<file path="config.mk">
export PLATFORM = sky130hd
export DESIGN_NAME = mqcb_ram
export DESIGN_NICKNAME = d
export VERILOG_FILES = /design/src/rtl/mqcb_ram.sv
export SDC_FILE = /design/constraint.sdc
export NUM_CORES = 1
export LEC_CHECK = 0
export BUFFER_PORTS_ARGS = -buffer_cell sky130_fd_sc_hd__clkbuf_2
export CORE_MARGIN = 10
export CORE_UTILIZATION = 45
export DETAILED_ROUTE_END_ITERATION = 10
export HOLD_SLACK_MARGIN = 0.03
export PLACE_DENSITY = 0.66
export SLEW_MARGIN = 20
export SYNTH_ARGS = -nofsm -noshare
export SYNTH_HDL_FRONTEND = slang
export SYNTH_SLANG_ARGS = --single-unit
</file>
<file path="constraint.sdc">
create_clock -name clock -period 2.3 [get_ports clock]
set_input_delay 0.345 -clock clock [delete_from_list [all_inputs] [get_ports clock]]
set_output_delay 0.345 -clock clock [all_outputs]
set_load 0.01 [all_outputs]
</file>
<file path="src/rtl/mqcb_ram.sv">
// Generic single-port synchronous RAM with a registered read.
`timescale 1ns / 1ps
`default_nettype none
module mqcb_ram #(
   parameter int WIDTH = 8,
   parameter int DEPTH = 32
) (
   input  wire logic                     clock,
   input  wire logic                     en,
   input  wire logic                     we,
   input  wire logic [$clog2(DEPTH)-1:0] addr,
   input  wire logic [WIDTH-1:0]         wdata,
   output logic      [WIDTH-1:0]         rdata
);
   logic [WIDTH-1:0] mem [DEPTH];

   always_ff @(posedge clock) begin
      if (en) begin
         if (we) begin
            mem[addr] <= wdata;
         end else begin
            rdata <= mem[addr];
         end
      end
   end
endmodule
`default_nettype wire

</file>
==> parameters.txt, run 1 <==
Parameter                              Value

Cells and area
  Share of the core filled with cells    0.5358
  Number of nets in the final layout    681
  Antenna diodes    0
  Post-layout instance count excluding filler cells    972
  Layout overhead on the synthesized area    17.52%
  Final standard cell area without fillers    12090 um2
  Layout cells sized above 1    0.1980

STA
  Fin crit period    2.003 ns
  Peak Freq    499.2 MHz
  Minimum hold slack    0.3521 ns
  Fin crit share    0.8710
  Finish-stage setup viols    0
  Slew at the pin with the worst max-slew slack    0.8547 ns
  Count of final max-slew check failures    0
  Setup clock skew after layout    0.01973 ns
  Final Hold Viols    0
  Worst relative slew slack    0.4249
  RSZ-0062 raised after global routing    no

Worst setup path
  Data required time at the worst endpoint    2.56 ns
  Crit path max fanout    36
  Kind of critical path    in -> reg
  Data arrival time of the critical path    2.26 ns
  Critical path endpoint category    flip-flop
  Critical Path Source Type    input pin

Global routing
  Largest net degree at the start of global routing    37
  Total Routing Usage GR    0.1562
  Met1 track utilization from global routing    0.2087
  Number of global-route vias before repair    5677
  Top Usage Layer GRT    met2
  Antenna violations before repair    0
  Met2 Resource Use GR    0.2495
  Grt total ovfl    0
  Met3 track demand over resource    0.03369
  First-pass GRT wire length    34470 um

CTS
  Cts bufs inserted    28
  Post-CTS Setup Inserts    0
  CTS root buf    sky130_fd_sc_hd__clkbuf_16
  Post_cts resized    0
  Hold buffers post-CTS    0
  Maximum clock path buffer count    3
  Skew-Pair Late Insertion Delay    0.54 ns
  Clock sink count    264
  CTS tree    done
  CTS clk-pin slew, worst paths    0.06 ns
  H-tree lvl count    1

Logic synthesis
  Count of distinct cell types in the synthesized netlist    23
  Proportion of synthesized flip-flops having asynchronous set or reset    0
  Mapped Area    10290 um2
  Average size of a mapped cell    17.74 um2
  Flip-flop and latch count after synthesis    264
  Warnings, synthesis    0
  Net count of the mapped netlist    596
  Biggest area consumer among synthesized cells    sky130_fd_sc_hd__edfxtp_1
  EDFF count, synth    264
  Synth Instances    580
  Synth Flop Type    sky130_fd_sc_hd__edfxtp_1
  Sequential cell area fraction in the yosys report    0.7704
  Count leader, synth    sky130_fd_sc_hd__edfxtp_1
  Synth area leaders    sky130_fd_sc_hd__edfxtp_1 (77%), sky130_fd_sc_hd__mux2i_1 (12%), sky130_fd_sc_hd__o22ai_1 (3.9%)
  Cell types with the highest counts after synthesis    sky130_fd_sc_hd__edfxtp_1 (264), sky130_fd_sc_hd__mux2i_1 (128), sky130_fd_sc_hd__o22ai_1 (64), sky130_fd_sc_hd__nor2_1 (31), sky130_fd_sc_hd__buf_2 (21)
  Share of the synthesized area in the top cell type    0.7704

Floorplan
  Area of the die    29310 um2
  Ports    24
  Placeable core region    22570 um2
  Height of the chip    171.2 um
  Initial core utilization    0.4559
  Die X-Extent    171.2 um
  Floorplan row count    55

Placement
  Estimated wirelength of the detail-placed design    14900 um
  Number of placed instances with taps included    920
  Number of port buffers    23
  Routability congestion estimate from global placement    0.8808
  Post-detailed-placement cell area    11140 um2

Drt
  Drt drc    0
  Antenna Nets Post-Route    0
  DR vias    5502
  Number of vias per cell after detailed routing    5.660
  Number of optimization iterations in the first detailed-route pass    5
  Iter 0 DRT Violations    480
  Average wire per cell in the routed design    23.55 um
  Total Routed Length    22890 um

Power
  Final Total Pwr    10.42 mW
  Power density cells    861.5 nW/um2
  Lkg Pwr    4.286 nW
  IR drop worst, VDD    0.0005719 V

Outcome
  Status    finished clean

Flow run
  MaxCap Viol Count    0

Worst hold path
  Worst min path class    in -> reg
## metrics by stage
| step | worst slack (ns) | setup TNS [ns] |
|---|---|---|
| after detailed placement | -0.2120 | -0.7930 |
| after CTS | 0.3669 | 0 |
| after global routing | 0.2642 | 0 |
| after floorplan | 0.07218 | 0 |
| final | 0.2968 | 0 |
| after global placement | -0.1451 | -0.6308 |
## power by group
group | switching, mW | internal (mW) | leakage [nW]
sequential | 0.0127 | 5.34 | 2.38
clock | 1.78 | 2.80 | 0.465
combinational | 0.307 | 0.176 | 1.44
## kinds of logic after synthesis
kind of cell	Yosys count	share of synthesized area
AO/OA/AOI/OAI	64	0.03891
buffers and inverters	35	0.01678
flip-flops	264	0.7704
multiplexers	128	0.1245
AND/OR/NAND/NOR	89	0.04937
## area by class of cell
| type | count | area [um2] |
|---|---|---|
| well taps | 285 | 356.6 |
| flip-flops and latches | 264 | 7928 |
| repair buffers | 90 | 661.9 |
| multi-input cells | 281 | 2190 |
| fillers | 1773 | 10480 |
| clock buffers | 31 | 711.9 |
| clock inverters | 21 | 245.2 |
## critical path: stages
cell and delay [ns]:
sky130_fd_sc_hd__buf_6 0.36, sky130_fd_sc_hd__buf_12 0.29, sky130_fd_sc_hd__mux2i_1 0.23, sky130_fd_sc_hd__o22ai_1 0.12, sky130_fd_sc_hd__nor4_1 0.73, sky130_fd_sc_hd__nand2_1 0.12
## cell usage in the layout, fill, tap and decap left out, types with 2 or more instances in the layout
cell type and n:
sky130_fd_sc_hd__buf_12 3, sky130_fd_sc_hd__buf_4 64, sky130_fd_sc_hd__bufinv_16 5, sky130_fd_sc_hd__clkbuf_1 3
sky130_fd_sc_hd__clkbuf_16 28, sky130_fd_sc_hd__clkbuf_2 22, sky130_fd_sc_hd__clkinv_1 6, sky130_fd_sc_hd__clkinv_2 6
sky130_fd_sc_hd__clkinvlp_4 2, sky130_fd_sc_hd__edfxtp_1 264, sky130_fd_sc_hd__mux2i_1 128, sky130_fd_sc_hd__nand2_1 13
sky130_fd_sc_hd__nand3b_1 2, sky130_fd_sc_hd__nand4_1 2, sky130_fd_sc_hd__nand4b_1 4, sky130_fd_sc_hd__nand4bb_1 5
sky130_fd_sc_hd__nor2_1 31, sky130_fd_sc_hd__nor3_1 4, sky130_fd_sc_hd__nor4_1 16, sky130_fd_sc_hd__o22ai_1 64
sky130_fd_sc_hd__or3_1 2, sky130_fd_sc_hd__or3b_2 2, sky130_fd_sc_hd__or4b_1 3
## per-layer routing
metal / wire length, um / share of wire
met1: 9809 / 0.43
met2: 10880 / 0.48
met3: 1621 / 0.071
met4: 581 / 0.025
met5: 0 / 0
## registers in the layout, indices dropped and copies added (netlist names)
| register | count |
|---|---|
| rdata | 8 |
| mem | 256 |
## path summary, 6_finish.rpt
check | slack, ns | end | from | cells after the start
worst max-delay path | 0.30 | rdata[4] | addr[1] | 6
worst min-delay path | 0.35 | rdata[1] | we | 3
worst max register to register | 0.37 | rdata[4] | mem[18][4] | 4
worst min register to register | 0.75 | rdata[5] | mem[17][5] | 4
No activity file was read; power rests on OpenSTA's default activity.
==> inputs of run 2 (changes only) <==
- ABC_AREA: not set -> 1
- SKIP_CTS_REPAIR_TIMING: not set -> 1
==> run 2 against run 1 <==
  * Via count is 30% higher
  * Synthesized cell count is 84% higher
  * Count of clock-buffer cells in the layout is 2 higher
  * Total power is 2.0% lower
  * Sequential power hardly changed
  * Sequential share of layout area is 3.1 points lower
  * Clock skew is 0.0021 ns lower
  * Flip-flop and latch count stayed put
  * Combinational power is 17% higher
  * Non-clock buffer count is 11 lower
  * Critical path type is now reg -> out
  * Largest power group unchanged
==> parameters.txt, run 2 <==
Parameter                              Value

Logic synthesis
  Synth Flop Type    sky130_fd_sc_hd__edfxtp_1
  Share of the synthesized area in the top cell type    0.7151
  Sequential cell area fraction in the yosys report    0.7151
  Count of distinct cell types in the synthesized netlist    11
  Flip-flop and latch count after synthesis    264
  Net count of the mapped netlist    1083
  Count leader, synth    sky130_fd_sc_hd__nand2_1
  Synth area leaders    sky130_fd_sc_hd__edfxtp_1 (72%), sky130_fd_sc_hd__nand2_1 (23%), sky130_fd_sc_hd__nor2_1 (1.7%)
  Mapped Area    11090 um2
  Proportion of synthesized flip-flops having asynchronous set or reset    0
  Average size of a mapped cell    10.39 um2
  EDFF count, synth    264
  Cell types with the highest counts after synthesis    sky130_fd_sc_hd__nand2_1 (681), sky130_fd_sc_hd__edfxtp_1 (264), sky130_fd_sc_hd__nor2_1 (49), sky130_fd_sc_hd__buf_2 (23), sky130_fd_sc_hd__buf_4 (14)
  Biggest area consumer among synthesized cells    sky130_fd_sc_hd__edfxtp_1
  Synth Instances    1067
  Warnings, synthesis    0

Worst setup path
  Launch point of the worst path    rdata[6]
  Critical path endpoint category    output pin
  Crit path max fanout    1
  Largest stage delay, worst path    0.44 ns
  R2R Path Start    mem[13][6]
  Data arrival time of the critical path    1.15 ns
  R2r worst-path depth    8
  Critical Path Source Type    flip-flop
  Gate family responsible for the most delay along the worst path    flip-flops
  Logic depth of the worst setup path including buffers    1
  Worst-case register-to-register setup slack    1.02 ns
  Crit path cell chain    clkbuf_2
  Cell with the largest stage delay on the worst path    sky130_fd_sc_hd__edfxtp_1
  Sum of buffers and inverters on the critical path    1
  Kind of critical path    reg -> out
  Data required time at the worst endpoint    1.96 ns

Drt
  Drt drc    0
  Number of optimization iterations in the first detailed-route pass    5
  DR vias    7168
  Antenna Nets Post-Route    0
  Average wire per cell in the routed design    16.72 um
  Total Routed Length    24670 um
  Number of vias per cell after detailed routing    4.860
  Iter 0 DRT Violations    557

Outcome
  Status    finished clean

Cells and area
  Layout overhead on the synthesized area    14.46%
  Number of nets in the final layout    1146
  Top library cells by usage in the layout, fill and taps aside    sky130_fd_sc_hd__nand2_1 (681), sky130_fd_sc_hd__edfxtp_1 (264), sky130_fd_sc_hd__buf_4 (54), sky130_fd_sc_hd__nor2_1 (49), sky130_fd_sc_hd__clkbuf_16 (29)
  Final standard cell area without fillers    12690 um2
  Most flops, register    mem
  Layout cells sized above 1    0.1199
  Antenna diodes    0
  Max reg flops    256
  # fillers    2099
  Commonest non-fill, non-tap cell in the layout    sky130_fd_sc_hd__nand2_1
  Registers with the highest flip-flop counts    mem x256, rdata x8

Placement
  Estimated wirelength of the detail-placed design    15000 um
  Number of port buffers    23
  Post-detailed-placement cell area    11810 um2
  Routability congestion estimate from global placement    0.8209
  Setup slack after placement    0.3724 ns

Floorplan
  Placeable core region    24250 um2
  Ports    24
  Floorplan row count    57
  Area of the die    31310 um2
  Die X-Extent    177.0 um
  Initial core utilization    0.4572
  Height of the chip    177.0 um

Global routing
  Antenna violations before repair    0
  Largest net degree at the start of global routing    55
  Grt total ovfl    0
  Number of global-route vias before repair    7005
  First-pass GRT wire length    38980 um
  Total Routing Usage GR    0.1584

STA
  RSZ-0062 raised after global routing    no
  Minimum hold slack    0.2786 ns
  Final Hold Viols    0
  Fin crit share    0.6517
  Worst relative slew slack    0.4656
  Slew at the pin with the worst max-slew slack    0.8015 ns
  Setup clock skew after layout    0.01766 ns
  Count of final max-slew check failures    0
  Fin crit period    1.499 ns
  Peak Freq    667.2 MHz
  Setup Total Neg Slack    0 ns
  Slack of the critical path    0.8012 ns
  Finish-stage setup viols    0

Power
  IR drop worst, VDD    0.0004783 V
  Clk pwr share    0.420
  Lkg Pwr    5.323 nW
  Power share of the combinational group    0.055
  Net switching power    2.200 mW
  Register share of total power    0.525
  Final Total Pwr    10.21 mW
  Design internal power    8.005 mW
  Power density cells    804.3 nW/um2
  Net Sw Frac    0.2155

CTS
  CTS clk-pin slew, worst paths    0.06 ns
  Skew-Pair Late Insertion Delay    0.54 ns
  Cts bufs inserted    28
  H-tree lvl count    1
  Clock sink count    264
  CTS root buf    sky130_fd_sc_hd__clkbuf_16
  Maximum clock path buffer count    3
  CTS tree    done

Worst hold path
  Worst min path class    in -> reg
  Hold Startpoint    we
  Number of instances on the worst hold path    3

Flow run
  MaxCap Viol Count    0
-- run 2: cell count changes in the layout (fill, tap and decap cells not counted), sizes merged, moves of 4 or more --
cell     change
nand2      +668
nor2        +18
o22ai       -64
or4b         -4
buf         -11
nand4b       -4
nor4        -16
nand4bb      -5
mux2i      -128
nor3         +4
inv         +15
-- run 2: layout make-up --
cell class / count / area (um2) / share of cell area
multi-input cells: 742 / 2840 / 0.2238
clock buffers: 33 / 740.7 / 0.05838
well taps: 324 / 405.4 / 0.03195
inverters: 15 / 58.81 / 0.004635
clock inverters: 18 / 140.1 / 0.01104
repair buffers: 79 / 575.6 / 0.04536
flip-flops and latches: 264 / 7928 / 0.6248
-- run 2: final timing paths --
check / to
hold / removal: rdata[6]
setup / recovery: rdata[6]
hold reg to reg: rdata[3]
setup reg to reg: rdata[6]
-- run 2: stage by stage --
step,instances,utilization
floorplan,1067,-
global placement,1424,0.4869
CTS,1475,0.5233
finish,1475,0.5233
global route,1475,0.5233
detailed placement,1424,0.4869
-- run 2: logic make-up after synthesis --
group                  Yosys count  share of synthesized area
DFF                            264                     0.7151
buffers and inverters           61                    0.02867
and+or+nand+nor                742                     0.2562
-- run 2: tightest hold or removal path, cell delays in order --
cell                       delay (ns)
sky130_fd_sc_hd__clkbuf_2        0.09
sky130_fd_sc_hd__nor2_1          0.04
sky130_fd_sc_hd__buf_4           0.16
-- run 2: routing by layer --
metal	track usage	part of all wire
met5	0	0
met4	0.04904	0.021
met3	0.02347	0.058
met2	0.2514	0.47
met1	0.2203	0.45
-- run 2: power groups by stage --
stage / sequential [mW] / clock (mW) / combinational (mW)
3_3_place_gp: 5.45 / 0 / 0.563
3_5_place_dp: 5.45 / 0 / 0.569
4_1_cts: 5.35 / 4.37 / 0.573
6_report: 5.35 / 4.29 / 0.566
5_1_grt: 5.35 / 4.56 / 0.642
2_1_floorplan: 5.45 / 0 / 0.335
==> inputs of run 3 (changes only) <==
- clock period: 2.3 -> 1.3 ns (I/O delays scaled with it)
==> run 3 against run 2 <==
  * The flow now finishes with violations (setup timing)
  * Cell area is 4.3% higher
  * Sequential share of layout area down 2.5 points
  * Largest power group unchanged
  * Die area did not move
  * Worst hold slack worse by 0.17 ns
==> parameters.txt, run 3 (same netlist as run 2, synthesis figures left out) <==
Parameter                              Value

Drt
  Iter 0 DRT Violations    451
  DR vias    7187
  Number of optimization iterations in the first detailed-route pass    4
  Antenna Nets Post-Route    0
  Drt drc    0
  Total Routed Length    25420 um
  Average wire per cell in the routed design    17.29 um
  Number of vias per cell after detailed routing    4.889

Worst setup path
  Critical path endpoint category    output pin
  Launch point of the worst path    rdata[1]
  R2R Path Start    mem[4][0]
  Crit path max fanout    1
  Sum of buffers and inverters on the critical path    1
  Largest stage delay, worst path    0.45 ns
  Crit path cell chain    clkbuf_2
  Cell with the largest stage delay on the worst path    sky130_fd_sc_hd__edfxtp_1
  Gate family responsible for the most delay along the worst path    flip-flops
  Data arrival time of the critical path    1.15 ns
  Data required time at the worst endpoint    1.11 ns
  Kind of critical path    reg -> out
  Critical Path Source Type    flip-flop

CTS
  CTS root buf    sky130_fd_sc_hd__clkbuf_16
  CTS clk-pin slew, worst paths    0.06 ns
  Maximum clock path buffer count    3
  CTS tree    done
  H-tree lvl count    1
  Cts bufs inserted    27
  Clock sink count    264
  Skew-Pair Late Insertion Delay    0.53 ns

Worst hold path
  Hold Startpoint    wdata[7]
  Worst min path class    in -> reg

Floorplan
  Die X-Extent    177.0 um
  Floorplan row count    57
  Height of the chip    177.0 um
  Ports    24
  Initial core utilization    0.4572
  Area of the die    31310 um2
  Placeable core region    24250 um2

Placement
  Number of port buffers    23
  Estimated wirelength of the detail-placed design    15930 um
  Number of placed instances with taps included    1424
  Post-detailed-placement cell area    12350 um2
  Routability congestion estimate from global placement    0.8564
  Setup slack after placement    -0.3097 ns

Cells and area
  Post-layout instance count excluding filler cells    1470
  Max reg flops    256
  Layout overhead on the synthesized area    19.32%
  Share of the core filled with cells    0.5455
  Top library cells by usage in the layout, fill and taps aside    sky130_fd_sc_hd__nand2_1 (670), sky130_fd_sc_hd__edfxtp_1 (264), sky130_fd_sc_hd__buf_4 (39), sky130_fd_sc_hd__nor2_4 (34), sky130_fd_sc_hd__clkbuf_16 (27)
  Number of nets in the final layout    1145
  Commonest non-fill, non-tap cell in the layout    sky130_fd_sc_hd__nand2_1
  Most flops, register    mem
  Registers with the highest flip-flop counts    mem x256, rdata x8
  Antenna diodes    0
  Layout cells sized above 1    0.1649
  Final standard cell area without fillers    13230 um2

Outcome
  Violated checks    setup timing
  Status    complete, but fails checks

Global routing
  Met2 Resource Use GR    0.2688
  Met1 track utilization from global routing    0.2155
  Top Usage Layer GRT    met2
  Antenna violations before repair    1
  Largest net degree at the start of global routing    57
  Total Routing Usage GR    0.1610
  Grt total ovfl    0
  Met3 track demand over resource    0.02411
  First-pass GRT wire length    39540 um
  Number of global-route vias before repair    7137

Power
  Final Total Pwr    17.91 mW
  Lkg Pwr    5.374 nW
  IR drop worst, VDD    0.001094 V
  Power density cells    1354 nW/um2

STA
  Fin crit share    1.035
  Slack of the critical path    -0.04581 ns
  Final Hold Viols    0
  Peak Freq    743.0 MHz
  Slew at the pin with the worst max-slew slack    0.4444 ns
  Worst relative slew slack    0.7037
  Count of final max-slew check failures    0
  RSZ-0062 raised after global routing    yes
  Fin crit period    1.346 ns
  Finish-stage setup viols    6
  Setup clock skew after layout    0.01441 ns

Flow run
  MaxCap Viol Count    0
==> run 3: cell count changes in the layout (fill, tap and decap cells not counted), moves of 6 or more <==
cell	delta
sky130_fd_sc_hd__nor2_1	-40
sky130_fd_sc_hd__nor2_4	+34
sky130_fd_sc_hd__buf_12	+15
sky130_fd_sc_hd__buf_4	-15
sky130_fd_sc_hd__nand2_1	-11
sky130_fd_sc_hd__nand2_2	+11
sky130_fd_sc_hd__nor3_2	-8
sky130_fd_sc_hd__nor3_4	+8
sky130_fd_sc_hd__clkinv_2	-6
sky130_fd_sc_hd__nor2_2	+6
==> run 3: where the power goes <==
group,switching (mW),internal (mW)
Sequential,0.0246,9.44
Combinational,0.836,0.381
Clock,3.08,4.15
Total,3.94,14.0
==> run 3: final cells by class <==
class	count	area, um2
timing repair buffer	79	769.5
multi-input combinational	742	3238
clock buffer	30	686.9
fill	2078	11020
clock inverter	16	123.9
inverter	15	76.32
tap	324	405.4
sequential	264	7928
==> run 3: path summary, 6_finish.rpt <==
kind / cells past startpoint / slack (ns) / end
setup reg to reg: 8 / 0.07 / rdata[0]
setup / recovery: 1 / -0.05 / rdata[1]
hold / removal: 2 / 0.11 / mem[17][7]
hold reg to reg: 8 / 0.79 / rdata[1]
==> run 3: layer usage <==
| layer | wire length (um) | part of all wire | vias to the layer above |
|---|---|---|---|
| met5 | 8 | 0.00031 | - |
| met3 | 1295 | 0.051 | 35 |
| met2 | 12280 | 0.48 | 165 |
| met4 | 458 | 0.018 | 2 |
| li1 | - | - | 3576 |
| met1 | 11370 | 0.45 | 3409 |
==> run 3: worst register-to-register path, stage by stage, from the launching register on <==
cell	delay, ns
sky130_fd_sc_hd__edfxtp_1	0.36
sky130_fd_sc_hd__nand2_1	0.07
sky130_fd_sc_hd__nand2_1	0.05
sky130_fd_sc_hd__nand2_1	0.05
sky130_fd_sc_hd__nand2_1	0.07
sky130_fd_sc_hd__nand2_1	0.07
sky130_fd_sc_hd__nand2_1	0.09
sky130_fd_sc_hd__nor2_1	0.15
sky130_fd_sc_hd__nand2_1	0.06
==> run 3: metrics by stage <==
step	TNS (ns)	hold WS, ns
2_1_floorplan	-11.92	0.2939
3_3_place_gp	-53.11	0.6522
3_5_place_dp	-55.35	0.6647
4_1_cts	-0.3556	0.1119
5_1_grt	-0.3604	0.1229
6_report	-0.1802	0.1094
